[src/hdl/prqs_pkg.sv]
// Package for the priority ready queue scheduler: sizes, opcodes, status codes,
// controller states and the controller/datapath command and status structs.
// No dependencies.
`default_nettype none
package prqs_pkg;
  localparam int PRIORITY_LEVELS = 8;
  localparam int TASK_COUNT      = 64;
  localparam int EVENT_COUNT     = 16;
  localparam int MAX_RESULTS     = 64;

  localparam int TW  = 7;   // task id width
  localparam int PW  = 3;   // priority width
  localparam int EW  = 4;   // event id width
  localparam int LW  = $clog2(PRIORITY_LEVELS);
  localparam int EVW = (EVENT_COUNT > 1) ? $clog2(EVENT_COUNT) : 1;
  localparam int AW  = $clog2(TASK_COUNT);   // link memory address
  localparam int CW  = $clog2(MAX_RESULTS + 1);

  typedef enum logic [2:0] {
    OP_READY   = 3'd0,
    OP_PICK    = 3'd1,
    OP_AWAIT   = 3'd2,
    OP_REL_ONE = 3'd3,
    OP_REL_ALL = 3'd4
  } opcode_t;

  typedef enum logic [1:0] {
    ST_DONE    = 2'd0,
    ST_EMPTY   = 2'd1,
    ST_BAD_EV  = 2'd2,
    ST_BLOCKED = 2'd3
  } status_t;

  typedef enum logic [2:0] {
    S_IDLE,
    S_DECODE,   // check request; clear own link or read a queue head's link
    S_PUSH,     // link the task behind the queue tail
    S_POP,      // pick: drop the ready queue head
    S_REL_RD,   // release all: read the next event head's link
    S_REL_POP   // release: drop the event queue head
  } state_t;

  // controller -> datapath
  typedef struct packed {
    logic    load;       // capture request
    logic    clr_own;    // write request task's link 0 and its level
    logic    rd_head;    // read memories at the lowest ready head
    logic    rd_rel;     // read memories at the event head
    logic    do_pick;    // pop ready queue, emit result
    logic    rel_pop;    // pop event queue head
    logic    do_push;    // append to queue tail, emit result
    logic    emit_only;  // emit a status-only result
    status_t emit_st;
  } dp_cmd_t;

  // datapath -> controller
  typedef struct packed {
    opcode_t op;
    logic    tid_ok;
    logic    ev_ok;
    logic    waiting;     // request task's waiting flag
    logic    any_ready;
    logic    ev_empty;
    logic    rel_more;    // release all and more to do
  } dp_stat_t;
endpackage
`default_nettype wire

[src/hdl/prqs_ram.sv]
// Generic single-port-write, single-read RAM with registered read.
// No dependencies.
`default_nettype none
module prqs_ram #(
  parameter int WIDTH = 8,
  parameter int DEPTH = 64
) (
  input  wire logic                     clk,
  input  wire logic                     we,
  input  wire logic [$clog2(DEPTH)-1:0] waddr,
  input  wire logic [WIDTH-1:0]         wdata,
  input  wire logic [$clog2(DEPTH)-1:0] raddr,
  output logic      [WIDTH-1:0]         rdata
);
  logic [WIDTH-1:0] mem [DEPTH];
  always_ff @(posedge clk) begin
    if (we) mem[waddr] <= wdata;
    rdata <= mem[raddr];
  end
endmodule
`default_nettype wire

[src/hdl/prqs_ctrl.sv]
// Controller state machine for the scheduler.
// Depends on prqs_pkg.
`default_nettype none
module prqs_ctrl (
  input  wire logic              clk,
  input  wire logic              rst_n,
  input  wire logic              start,
  output logic                   busy,
  input  wire prqs_pkg::dp_stat_t stat,
  output prqs_pkg::dp_cmd_t      cmd
);
  import prqs_pkg::*;

  state_t state_r, state_nxt;

  always_ff @(posedge clk) begin
    if (!rst_n) state_r <= S_IDLE;
    else        state_r <= state_nxt;
  end

  always_comb begin
    state_nxt = state_r;
    case (state_r)
      S_IDLE:   if (start) state_nxt = S_DECODE;
      S_DECODE: begin
        case (stat.op)
          OP_READY: state_nxt = (stat.tid_ok && !stat.waiting) ? S_PUSH : S_IDLE;
          OP_AWAIT:
            state_nxt = (stat.ev_ok && stat.tid_ok && !stat.waiting) ? S_PUSH : S_IDLE;
          OP_PICK:  state_nxt = stat.any_ready ? S_POP : S_IDLE;
          OP_REL_ONE, OP_REL_ALL:
            state_nxt = (stat.ev_ok && !stat.ev_empty) ? S_REL_POP : S_IDLE;
          default:  state_nxt = S_IDLE;
        endcase
      end
      S_POP:     state_nxt = S_IDLE;
      S_REL_RD:  state_nxt = S_REL_POP;
      S_REL_POP: state_nxt = S_PUSH;
      S_PUSH:    state_nxt = stat.rel_more ? S_REL_RD : S_IDLE;
      default:   state_nxt = S_IDLE;
    endcase
  end

  always_comb begin
    cmd = '0;
    busy = (state_r != S_IDLE);
    case (state_r)
      S_IDLE: cmd.load = start;
      S_DECODE: begin
        case (stat.op)
          OP_READY: begin
            if (!stat.tid_ok) begin
              cmd.emit_only = 1'b1; cmd.emit_st = ST_DONE;
            end else if (stat.waiting) begin
              cmd.emit_only = 1'b1; cmd.emit_st = ST_BLOCKED;
            end else cmd.clr_own = 1'b1;
          end
          OP_PICK: begin
            if (stat.any_ready) cmd.rd_head = 1'b1;
            else begin
              cmd.emit_only = 1'b1; cmd.emit_st = ST_EMPTY;
            end
          end
          OP_AWAIT: begin
            cmd.emit_only = 1'b1;
            if (!stat.ev_ok)        cmd.emit_st = ST_BAD_EV;
            else if (!stat.tid_ok)  cmd.emit_st = ST_DONE;
            else if (stat.waiting)  cmd.emit_st = ST_BLOCKED;
            else begin
              cmd.emit_only = 1'b0; cmd.clr_own = 1'b1;
            end
          end
          OP_REL_ONE, OP_REL_ALL: begin
            if (!stat.ev_ok) begin
              cmd.emit_only = 1'b1; cmd.emit_st = ST_BAD_EV;
            end else if (stat.ev_empty) begin
              cmd.emit_only = 1'b1; cmd.emit_st = ST_EMPTY;
            end else cmd.rd_rel = 1'b1;
          end
          default: begin
            cmd.emit_only = 1'b1; cmd.emit_st = ST_DONE;
          end
        endcase
      end
      S_POP:     cmd.do_pick = 1'b1;
      S_REL_RD:  cmd.rd_rel = 1'b1;
      S_REL_POP: cmd.rel_pop = 1'b1;
      S_PUSH:    cmd.do_push = 1'b1;
      default:   cmd = '0;
    endcase
  end
endmodule
`default_nettype wire

[src/hdl/prqs_dp.sv]
// Datapath: queue head/tail registers, waiting flags, link and level memories,
// result register. Depends on prqs_pkg and prqs_ram.
`default_nettype none
module prqs_dp (
  input  wire logic                       clk,
  input  wire logic                       rst_n,
  input  wire logic [2:0]                 in_opcode,
  input  wire logic [prqs_pkg::TW-1:0]    in_task_id,
  input  wire logic [prqs_pkg::PW-1:0]    in_priority_req,
  input  wire logic [prqs_pkg::EW-1:0]    in_event_id,
  input  wire logic [31:0]                in_wake_value,
  input  wire prqs_pkg::dp_cmd_t          cmd,
  output prqs_pkg::dp_stat_t              stat,
  output logic                            out_valid,
  output logic [1:0]                      out_status,
  output logic [prqs_pkg::TW-1:0]         out_chosen_task,
  output logic [31:0]                     out_wake_result,
  output logic                            out_last
);
  import prqs_pkg::*;

  logic [TW-1:0] ready_head_r [PRIORITY_LEVELS];
  logic [TW-1:0] ready_tail_r [PRIORITY_LEVELS];
  logic [TW-1:0] event_head_r [EVENT_COUNT];
  logic [TW-1:0] event_tail_r [EVENT_COUNT];
  logic [TASK_COUNT-1:0] waiting_r;

  opcode_t       op_r;
  logic [TW-1:0] tid_r;
  logic [LW-1:0] lvl_r;
  logic [EW-1:0] ev_r;
  logic [31:0]   wake_r;
  logic [CW-1:0] cnt_r;
  logic [LW-1:0] sel_r;     // ready level being popped
  logic [TW-1:0] cur_r;     // task being popped
  logic [LW-1:0] rel_lv_r;  // ready level of the task being released

  logic           tid_ok, ev_ok, rel_op;
  logic [AW-1:0]  tid_a, cur_a;
  logic [EVW-1:0] ev_a;

  // memories
  logic          ln_we;
  logic [AW-1:0] ln_wa, rd_a;
  logic [TW-1:0] ln_wd, ln_rd;
  logic [LW-1:0] lv_rd;

  // One write port: a push first clears its own link and then links the old
  // tail in the next cycle, the same order as the list update it stands for.
  prqs_ram #(.WIDTH(TW), .DEPTH(TASK_COUNT)) u_link (
    .clk(clk), .we(ln_we), .waddr(ln_wa), .wdata(ln_wd), .raddr(rd_a), .rdata(ln_rd));
  prqs_ram #(.WIDTH(LW), .DEPTH(TASK_COUNT)) u_lvl (
    .clk(clk), .we(cmd.clr_own), .waddr(tid_a), .wdata(lvl_r), .raddr(rd_a),
    .rdata(lv_rd));

  assign tid_ok = (tid_r >= TW'(1)) && (tid_r <= TW'(TASK_COUNT));
  assign ev_ok  = ({1'b0, ev_r} < (EW+1)'(EVENT_COUNT));
  assign tid_a  = AW'(tid_r - TW'(1));
  assign cur_a  = AW'(cur_r - TW'(1));
  assign ev_a   = EVW'(ev_r);
  assign rel_op = (op_r == OP_REL_ONE) || (op_r == OP_REL_ALL);

  // lowest non-empty ready level
  logic          any_ready;
  logic [LW-1:0] first_lv;
  always_comb begin
    any_ready = 1'b0;
    first_lv  = '0;
    for (int i = PRIORITY_LEVELS - 1; i >= 0; i--) begin
      if (ready_head_r[i] != '0) begin
        any_ready = 1'b1;
        first_lv  = LW'(i);
      end
    end
  end

  // read address: the head about to be popped
  logic [TW-1:0] head_sel;
  always_comb begin
    head_sel = '0;
    if (cmd.rd_head) head_sel = ready_head_r[first_lv];
    if (cmd.rd_rel)  head_sel = event_head_r[ev_a];
  end
  assign rd_a = AW'(head_sel - TW'(1));

  // push target: event queue for await, else the ready queue of the task
  logic          push_ev;
  logic [LW-1:0] push_lv;
  logic [TW-1:0] push_t, push_tail;
  logic [TW-1:0] nx_clean;
  logic          stat_waiting;

  assign nx_clean = (ln_rd > TW'(TASK_COUNT)) ? '0 : ln_rd;
  assign stat_waiting = tid_ok ? waiting_r[tid_a] : 1'b0;

  always_comb begin
    push_ev   = (op_r == OP_AWAIT);
    push_lv   = rel_op ? rel_lv_r : lvl_r;
    push_t    = rel_op ? cur_r : tid_r;
    push_tail = push_ev ? event_tail_r[ev_a] : ready_tail_r[push_lv];
  end

  always_comb begin
    ln_we = 1'b0; ln_wa = tid_a; ln_wd = '0;
    if (cmd.clr_own) ln_we = 1'b1;
    if (cmd.do_pick || cmd.rel_pop) begin
      ln_we = 1'b1; ln_wa = cur_a;
    end
    if (cmd.do_push && push_tail != '0) begin
      ln_we = 1'b1; ln_wa = AW'(push_tail - TW'(1)); ln_wd = push_t;
    end
  end

  logic rel_more;
  assign rel_more = (op_r == OP_REL_ALL) && (event_head_r[ev_a] != '0)
                    && (cnt_r + CW'(1) < CW'(MAX_RESULTS));

  always_comb begin
    stat.op        = op_r;
    stat.tid_ok    = tid_ok;
    stat.ev_ok     = ev_ok;
    stat.waiting   = stat_waiting;
    stat.any_ready = any_ready;
    stat.ev_empty  = (event_head_r[ev_a] == '0);
    stat.rel_more  = rel_more;
  end

  always_ff @(posedge clk) begin
    if (!rst_n) begin
      for (int i = 0; i < PRIORITY_LEVELS; i++) begin
        ready_head_r[i] <= '0; ready_tail_r[i] <= '0;
      end
      for (int i = 0; i < EVENT_COUNT; i++) begin
        event_head_r[i] <= '0; event_tail_r[i] <= '0;
      end
      waiting_r <= '0;
      out_valid <= 1'b0;
    end else begin
      out_valid <= cmd.emit_only || cmd.do_pick || cmd.do_push;
      // pick: advance the selected ready queue
      if (cmd.do_pick) begin
        ready_head_r[sel_r] <= nx_clean;
        if (nx_clean == '0) ready_tail_r[sel_r] <= '0;
      end
      // release: advance the event queue
      if (cmd.rel_pop) begin
        waiting_r[cur_a] <= 1'b0;
        event_head_r[ev_a] <= nx_clean;
        if (nx_clean == '0) event_tail_r[ev_a] <= '0;
      end
      if (cmd.do_push) begin
        if (push_ev) begin
          waiting_r[tid_a] <= 1'b1;
          if (event_tail_r[ev_a] == '0) event_head_r[ev_a] <= push_t;
          event_tail_r[ev_a] <= push_t;
        end else begin
          if (ready_tail_r[push_lv] == '0) ready_head_r[push_lv] <= push_t;
          ready_tail_r[push_lv] <= push_t;
        end
      end
    end
  end

  // result next values
  status_t       status_nxt;
  logic [TW-1:0] task_nxt;
  logic [31:0]   wake_nxt;
  logic          last_nxt;
  always_comb begin
    status_nxt = ST_DONE;
    task_nxt   = '0;
    wake_nxt   = '0;
    last_nxt   = 1'b1;
    if (cmd.emit_only) status_nxt = cmd.emit_st;
    if (cmd.do_pick) task_nxt = cur_r;
    if (cmd.do_push && rel_op) begin
      task_nxt = cur_r;
      wake_nxt = wake_r;
      last_nxt = !rel_more;
    end
  end

  // payload and request registers
  always_ff @(posedge clk) begin
    if (cmd.load) begin
      op_r   <= opcode_t'(in_opcode);
      tid_r  <= in_task_id;
      lvl_r  <= (in_priority_req >= PW'(PRIORITY_LEVELS - 1)) ?
                LW'(PRIORITY_LEVELS - 1) : LW'(in_priority_req);
      ev_r   <= in_event_id;
      wake_r <= in_wake_value;
    end
    if (cmd.load) cnt_r <= '0;
    else if (cmd.do_push && rel_op) cnt_r <= cnt_r + CW'(1);
    if (cmd.rd_head) begin
      sel_r <= first_lv;
      cur_r <= ready_head_r[first_lv];
    end else if (cmd.rd_rel) cur_r <= event_head_r[ev_a];
    if (cmd.rel_pop) rel_lv_r <= lv_rd;
    out_status      <= status_nxt;
    out_chosen_task <= task_nxt;
    out_wake_result <= wake_nxt;
    out_last        <= last_nxt;
  end
endmodule
`default_nettype wire

[src/hdl/priority_ready_queue_scheduler.sv]
// Priority ready queue scheduler, top level. Depends on prqs_pkg, prqs_ctrl,
// prqs_dp (and prqs_ram through the datapath).
//
// A command is taken when start is high and busy is low. Every result shows
// on the out_ ports for one cycle with out_valid high; the receiver cannot
// stall, so each transfer completes in that cycle. A command that only gives
// a status (bad event, empty queue, blocked task, task number out of range,
// unknown opcode) keeps busy high for one cycle, in the decode state. Make
// ready and await pass through decode and push, pick through decode and pop,
// release one through decode, release pop and push, and release all repeats
// release read, release pop and push for each further task. The shared link
// memory sets these steps: one write port, so the task's own link is cleared
// before the old tail is linked to it, and a registered read, so each pop
// waits for the head's next link. The result appears the cycle after the
// last busy cycle. No clearing pass: link and level memories are read only
// for tasks that were pushed.
`default_nettype none
module priority_ready_queue_scheduler (
  input  wire logic                    clk,
  input  wire logic                    rst_n,
  input  wire logic                    start,
  output logic                         busy,
  input  wire logic [2:0]              in_opcode,
  input  wire logic [prqs_pkg::TW-1:0] in_task_id,
  input  wire logic [prqs_pkg::PW-1:0] in_priority_req,
  input  wire logic [prqs_pkg::EW-1:0] in_event_id,
  input  wire logic [31:0]             in_wake_value,
  output logic                         out_valid,
  output logic [1:0]                   out_status,
  output logic [prqs_pkg::TW-1:0]      out_chosen_task,
  output logic [31:0]                  out_wake_result,
  output logic                         out_last
);
  import prqs_pkg::*;

  dp_cmd_t  cmd;
  dp_stat_t stat;

  prqs_ctrl u_ctrl (
    .clk(clk), .rst_n(rst_n), .start(start), .busy(busy), .stat(stat), .cmd(cmd));

  prqs_dp u_dp (
    .clk(clk), .rst_n(rst_n),
    .in_opcode(in_opcode), .in_task_id(in_task_id),
    .in_priority_req(in_priority_req), .in_event_id(in_event_id),
    .in_wake_value(in_wake_value), .cmd(cmd), .stat(stat),
    .out_valid(out_valid), .out_status(out_status),
    .out_chosen_task(out_chosen_task), .out_wake_result(out_wake_result),
    .out_last(out_last));
endmodule
`default_nettype wire
[config.mk]
export PLATFORM = sky130hd
export DESIGN_NAME = priority_ready_queue_scheduler
export DESIGN_NICKNAME = d
export VERILOG_FILES = /design/src/hdl/prqs_pkg.sv /design/src/hdl/prqs_ram.sv /design/src/hdl/prqs_ctrl.sv /design/src/hdl/prqs_dp.sv /design/src/hdl/priority_ready_queue_scheduler.sv
export SDC_FILE = /design/constraint.sdc
export NUM_CORES = 2
export LEC_CHECK = 0
export BUFFER_PORTS_ARGS = -buffer_cell sky130_fd_sc_hd__buf_2
export CORE_MARGIN = 2
export CORE_UTILIZATION = 50
export CTS_BUF_LIST = sky130_fd_sc_hd__clkbuf_16
export CTS_CLUSTER_SIZE = 14
export DETAILED_ROUTE_END_ITERATION = 6
export PLACE_DENSITY = 0.68
export REMOVE_ABC_BUFFERS = 1
export SYNTH_ARGS = -nofsm -noshare
export SYNTH_HDL_FRONTEND = slang
export SYNTH_SLANG_ARGS = --single-unit
[constraint.sdc]
create_clock -name clk -period 5.4 [get_ports clk]
set_input_delay 1.35 -clock clk [delete_from_list [all_inputs] [get_ports clk]]
set_output_delay 1.35 -clock clk [all_outputs]
set_load 0.005 [all_outputs]
* Word-level counts from Yosys, hierarchy flattened
Memory sizes are Yosys's and may differ from the RTL's. A register that Yosys moved wholly into a read port is not among the register bits. Index checks and enable logic that the tools add are counted.
Storage, ports and cells: flip-flop bits (word level) 179, memory bits (writable) 976, logic and storage cells 222, memories 6
Memory list:
- u_dp.u_link.mem | words 64, bits a word 7, rd ports 1, clocked after memory_dff 1, wr ports 1, RTL line prqs_ram.sv:15 | logic [WIDTH-1:0] mem [DEPTH];
- u_dp.u_lvl.mem | words 64, bits a word 3, rd ports 1, clocked after memory_dff 1, wr ports 1, RTL line prqs_ram.sv:15
- u_dp.event_head_r | words 16, bits a word 7, rd ports 1, clocked after memory_dff 1, wr ports 16, RTL line prqs_dp.sv:24 | logic [TW-1:0] event_head_r [EVENT_COUNT];
- u_dp.event_tail_r | words 16, bits a word 7, rd ports 1, clocked after memory_dff 1, wr ports 16, RTL line prqs_dp.sv:25 | logic [TW-1:0] event_tail_r [EVENT_COUNT];
- u_dp.ready_head_r | words 8, bits a word 7, rd ports 9, clocked after memory_dff 0, wr ports 8, RTL line prqs_dp.sv:22 | logic [TW-1:0] ready_head_r [PRIORITY_LEVELS];
- u_dp.ready_tail_r | words 8, bits a word 7, rd ports 1, clocked after memory_dff 0, wr ports 8, RTL line prqs_dp.sv:23 | logic [TW-1:0] ready_tail_r [PRIORITY_LEVELS];
Cells by class: add/sub/neg operators 5, $lt $le $gt $ge 9, eq/ne operators 10, mux-type cells 130, bitwise operators 5, reductions and logical operators 41
Operator list (number):
- 2-to-1 mux 64 bit | 4
- 2-to-1 mux 7 bit | 16
- nonzero test 7 bit | 10
- 2-to-1 mux 1 bit | 69
- AND 64 bit | 1
- NOT 64 bit | 1
- OR 64 bit | 1
- 2-to-1 mux 3 bit | 21
- OR reduction 7 bit | 6
- zero test 7 bit | 4
- 2-to-1 mux 6 bit | 4
- subtractor 6 x 1 -> 6 bit (second input constant) | 4
- 2-to-1 mux 4 bit | 4
- one-hot mux 3 bit (5 select lines) | 1
- less-than comparator 6 x 7 -> 1 bit (second input constant) | 2
- demux 1 bit (select 6 bit) | 2
- equality test 3 x 2 -> 1 bit (second input constant) | 4
- >= comparator 6 x 1 -> 1 bit (second input constant) | 2
- one-hot mux 3 bit (4 select lines) | 1
- 2-to-1 mux 2 bit | 5
- equality test 3 bit (second input constant) | 3
- one-hot mux 3 bit (3 select lines) | 1
- logical AND 1 bit | 8
- adder 7 x 1 -> 7 bit (second input constant) | 1
- other kinds (17) | 25

* Logic depth before layout (Yosys ltp)
An unclocked memory read counts as a cell.
depth after elaboration 18, gate-level depth with buffers 22, depth with buffers taken out 15

* Cells and area by module
Synthesis repeated with hierarchy kept, for this count alone.
Unflattened totals: cell total of the unflattened synthesis 3433, area, all modules 50083.0 µm²
Modules (own cells, without submodules):
- prqs_dp | times used 1, cells an instance 2129, area each 24192.0 µm², seq. area each 14313.7 µm²
- prqs_ram (u_dp.u_link) | times used 1, cells an instance 827, area each 17635.7 µm², seq. area each 13593.0 µm²
- prqs_ram (u_dp.u_lvl) | times used 1, cells an instance 423, area each 7863.8 µm², seq. area each 5825.6 µm²
- prqs_ctrl | times used 1, cells an instance 54, area each 391.6 µm², seq. area each 60.1 µm²

* Least setup slack after synthesis
No wires, ideal clock.
kind reg2reg, start register u_dp.lvl_r[1], end memory u_dp.u_link.mem[0][5] in the netlist's numbering (data pin), data arrival time 5072 ps, setup slack -188 ps, cell stages (with the launch flop) 15, buffers on the path 3, clock period less this slack 5588 ps, path through edfxtp_1 nor2b_1 o21a_1 nor3_1 buf_2 buf_2 mux2i_1 mux2i_1 a22oi_1 and2_1 ha_1 a21bo_2 o31ai_4 clkbuf_1 nor2b_1
Between the ends: longest elaborated chain between the ends 6
Ends and longest elaborated chain:
- from (decl) | RTL line prqs_dp.sv:30 | logic [LW-1:0] lvl_r;
- from (signal assigned) | RTL line prqs_dp.sv:188 | lvl_r <= (in_priority_req >= PW'(PRIORITY_LEVELS - 1)) ?
- 2-to-1 mux 3 bit | RTL line prqs_dp.sv:98 | push_lv = rel_op ? rel_lv_r : lvl_r;
- memory read (8 x 7 bit)
- 2-to-1 mux 7 bit | RTL line prqs_dp.sv:100 | push_tail = push_ev ? event_tail_r[ev_a] : ready_tail_r[push_lv];
- nonzero test 7 bit | RTL line prqs_dp.sv:109 | if (cmd.do_push && push_tail != '0) begin
- logical AND 1 bit | RTL line prqs_dp.sv:109
- 2-to-1 mux 7 bit | RTL line prqs_dp.sv:109
- named net u_dp.ln_wd[5] | RTL line prqs_dp.sv:45 | logic [TW-1:0] ln_wd, ln_rd;
- to (decl) | RTL line prqs_ram.sv:15
The timed path passes the listed nets, and every way through them passes these cells.

* Worst setup path in the final report
start register u_dp.op_r[0], end memory u_dp.u_link.mem[18][0] in the netlist's numbering (enable)
Between the ends: longest elaborated chain between the ends 10, elaborated cells between the ends (all ways) 20, those cells by class 1 x add/sub; 3 x eq/ne; 10 x mux; 5 x reduce/logical; 1 x memory
Ends and longest elaborated chain:
- from (decl) | RTL line prqs_dp.sv:28 | opcode_t op_r;
- from (signal assigned) | RTL line prqs_dp.sv:186 | op_r <= opcode_t'(in_opcode);
- branches (longest 10 deep; another with memory read (8 x 7 bit))
Several ways; the timed one is not identified.

==> run summary <==
The run finished with clean final reports. The number of port buffers came out at 95. The class of the worst hold path is flop to flop. The worst-case clock skew came out at 0.03766 ns. The mean area per synthesized cell came out at 15.57 um^2. The total of endpoints with negative setup slack in the final report came out at 0. The area taken by multi-input logic gates is 0.01463 mm^2. The congestion estimate from routability-driven global placement came to 0.9486. The source-to-sink clock delay at the later pin of the worst-skew pair came out at 0.72 ns. The area fraction in compound gates after synthesis came out at 5.539%. The HPWL after detailed placement came out at 81420 um.

The final-report hold violation count is 0. The worst-case reg-to-reg path depth is 15. The biggest area contributor in the post-synthesis netlist is sky130_fd_sc_hd__edfxtp_1.

The global router's overall resource usage is 23.95%. Global routing consumed, on the met1 layer, 32.23% of the routing resources. The count of yosys warnings during synthesis came out at 0. The overall routed net length is 121800 um. After global routing, the most crowded layer is met2. The wire length of the first global-routing pass came out at 182400 um. Counting every instance in the synthesized netlist gives 3158. After detailed routing, the number of remaining DRC violations is 0.

The post-place instance area came out at 0.05179 mm^2. By count the netlist is led by 1038 x sky130_fd_sc_hd__edfxtp_1, 487 x sky130_fd_sc_hd__nor2_1, 231 x sky130_fd_sc_hd__mux4_2. The largest net degree at the start of global routing came out at 92. The worst setup path is of the flop to flop kind. Derived from the worst setup path, the maximum achievable clock frequency is 187.1 MHz. The H-tree depth reported by CTS came out at 3. The count of TritonRoute iterations in the first routing pass is 6. The sequential cells in the finished layout cover a total of 0.03380 mm^2. The share of the Yosys chip area taken by registers is 68.75%. The x dimension of the die came out at 317.5 um.

The number of sinks handled by clock tree synthesis is 1169. The detailed-route wire length per cell came out at 25.79 um. The worst-case setup slack after placement is 0.002296 ns. After routing the design area is 0.05561 mm^2. Synthesis instantiated 89 different standard cells from the library. The type of element capturing the critical path is a flop.

The floorplan step set the die height to 317.5 um. The multiplexer share of the synthesized area is 14.19%. The tree is rooted in a sky130_fd_sc_hd__clkbuf_16. The startpoint class of the critical path is a flop. 96 I/O pins were placed. At the worst endpoint, the required time is 5.74 ns. The via count is 29.13k. The area growth from synthesis to final layout is 13.14%. The number of nets at the end of the flow is 3396. The number of synthesized flops with an enable pin is 1038.

After the first detailed-routing iteration, the DRC count stood at 3528. For this design, the CTS-stage hold fixing added 0 buffers. Setup repair after global routing could not meet its margin everywhere.

The post-route netlist has 22.29% of its cells at a drive strength greater than 1. The number of antenna violations at the first check in global routing is 2. Once routing completed, OpenROAD measured the worst setup slack at 0.05441 ns. The time the worst path needs with I/O delays and setup is 5.346 ns.

The post-synth design cell area came out at 0.04916 mm^2. The synthesized-area fraction occupied by xor and xnor cells is 0.4836%. The max-cap violation count is 0. Summed over all cells, the static leakage comes to 0.01784 uW. For met2 alone, demand over resource in global routing was 39.92%. The adder-cell area share of the yosys netlist is 0.2036%. The clock transition time at the flip-flop clock pins of the worst setup and hold paths came out at 0.06 ns. The most common cell in the synthesized netlist is sky130_fd_sc_hd__edfxtp_1. IR analysis of the VDD net gives a maximum drop of 0.3071 mV. The worst endpoint data arrival time came out at 5.69 ns. The instance count along the most critical hold path came out at 1.

The core region is 0.09784 mm^2. Among all flip-flop cells after synthesis, the most frequent one is sky130_fd_sc_hd__edfxtp_1. The row count is 115.

Of the post-synthesis cell area, the dominant cell type holds 63.41%. The total CTS buffers is 117. The count of pins over their slew limit is 0. Of all flip-flops after synthesis, the portion carrying an async set or reset was 0%. The ratio of routed vias to standard cells is 6.167.

The synthesized flop and latch total came out at 1169. The final-layout fill cell count is 7448. The final global-route overflow total came out at 0.

The clock tree buffer depth came out at 3. By area the synthesized netlist is led by sky130_fd_sc_hd__edfxtp_1 63%, sky130_fd_sc_hd__mux4_2 11%, sky130_fd_sc_hd__dfxtp_1 5.3%. The die area came out at 0.1008 mm^2. The power density over cell area came out at 362.6 mW/mm^2. The slew at the pin closest to its max-slew limit is 1.187 ns. The area fraction in and, or, nand and nor cells after synthesis came out at 8.901%. The final critical path takes up 98.99% of the cycle.

In the global route stage, met3 resource usage came out at 3.949%. The post-route antenna net violation count came out at 0. The maximum fanout encountered on the critical timing path is 28. TritonCTS built the clock tree. The number of global-route vias before repair is 29.11k. The worst pin sits at a relative slew slack of 20.01%. The starting density of the core came out at 50.24%.

The largest family of logic cells by synthesized area is multiplexers.
## area by class of cell
class	count	share of cell area, %
sequential	1169	60.77
multi-input combinational	1774	26.30
clock buffer	119	5.354
timing repair buffer	243	3.105
tap	1287	2.895
clock inverter	100	1.357
inverter	31	0.2092
antenna	1	0.004500
## flip-flops by register name (all words and copies together), names as in the netlist, 32 cells and up, named ones only
register,flops
u_dp.ready_head_r,56
u_dp.event_tail_r,112
u_dp.wake_r,32
u_dp.ready_tail_r,56
u_dp.out_wake_result,32
u_dp.waiting_r,64
u_dp.u_link.mem,448
u_dp.u_lvl.mem,192
u_dp.event_head_r,112
## final timing paths
kind | endpoint | start | slack (ns)
setup / recovery | u_dp.u_link.mem[18][0] | u_dp.op_r[0] | 0.05
hold / removal | u_dp.out_wake_result[18] | u_dp.wake_r[18] | 0.45
setup reg to reg | u_dp.u_link.mem[18][0] | u_dp.op_r[0] | 0.05
hold reg to reg | u_dp.out_wake_result[18] | u_dp.wake_r[18] | 0.45
## metrics by stage
stage / TNS, ns / std cells / utilization, % / total power [uW] / hold WS (ns)
3_5_place_dp: 0 / 4504 / 52.93 / 12470 / 0.4524
2_1_floorplan: -2267.45 / 2974 / - / 11690 / 0.3855
4_1_cts: 0 / 4723 / 56.75 / 20230 / 0.4519
3_3_place_gp: 0 / 4504 / 52.93 / 12430 / 0.4447
6_report: 0 / 4724 / 56.84 / 20170 / 0.4550
5_1_grt: -19.99 / 4723 / 56.84 / 20740 / 0.4791
## cells by family (layout without fill, tap and decap cells)
group | Yosys count | after routing
buffers and inverters | 215 | 493
other | 0 | 1
AND/OR/NAND/NOR | 945 | 945
adder cells (fa/ha/maj) | 8 | 8
AO/OA/AOI/OAI | 394 | 394
multiplexers | 402 | 402
flip-flops | 1169 | 1169
XOR/XNOR | 25 | 25
## report_power, final
| part | total [uW] | internal (uW) | switching [uW] |
|---|---|---|---|
| clock | 7840 | 4420 | 3420 |
| combinational | 2140 | 812 | 1330 |
| sequential | 10200 | 9990 | 189 |
| total | 20200 | 15200 | 4940 |
## critical path: stages, from the launching register on
cell                       delay (ns)
sky130_fd_sc_hd__edfxtp_1        0.57
sky130_fd_sc_hd__nor3b_1         0.23
sky130_fd_sc_hd__o21a_1          0.25
sky130_fd_sc_hd__nor3_2          0.27
sky130_fd_sc_hd__buf_12          0.24
sky130_fd_sc_hd__mux2i_1         0.26
sky130_fd_sc_hd__a211oi_1        0.11
sky130_fd_sc_hd__a211o_1         0.33
sky130_fd_sc_hd__inv_1           0.12
sky130_fd_sc_hd__ha_1            0.15
sky130_fd_sc_hd__a21bo_2         0.23
sky130_fd_sc_hd__o31ai_4         0.47
sky130_fd_sc_hd__buf_4           0.23
sky130_fd_sc_hd__a21oi_1         0.11
sky130_fd_sc_hd__or4_1           0.81
sky130_fd_sc_hd__nor2_1          0.58
## routing by layer
layer | routed length (um) | up-vias
li1 | - | 12670
met1 | 48220 | 14870
met2 | 60620 | 1365
met3 | 9313 | 236
met4 | 3676 | 0
met5 | 0 | -
## timing repair
item / in CTS / in global routing
gates resized for setup: 0 / 36
buffers inserted: 0 / 0
endpoints found under the setup margin: 0 / 293
## placed cells by master, fill, tap and decap left out, types with 94 or more instances in the layout
cell                        Yosys  routed
sky130_fd_sc_hd__nor2_1       487     452
sky130_fd_sc_hd__dfxtp_1      131     128
sky130_fd_sc_hd__nand2_1      140     140
sky130_fd_sc_hd__edfxtp_1    1038    1038
sky130_fd_sc_hd__o21ai_0      122     120
sky130_fd_sc_hd__mux2i_1      123     123
sky130_fd_sc_hd__buf_2         28      94
sky130_fd_sc_hd__buf_4         17     138
sky130_fd_sc_hd__clkbuf_16      0     119
sky130_fd_sc_hd__mux4_2       231     231
(Power assumes the default switching activity.)
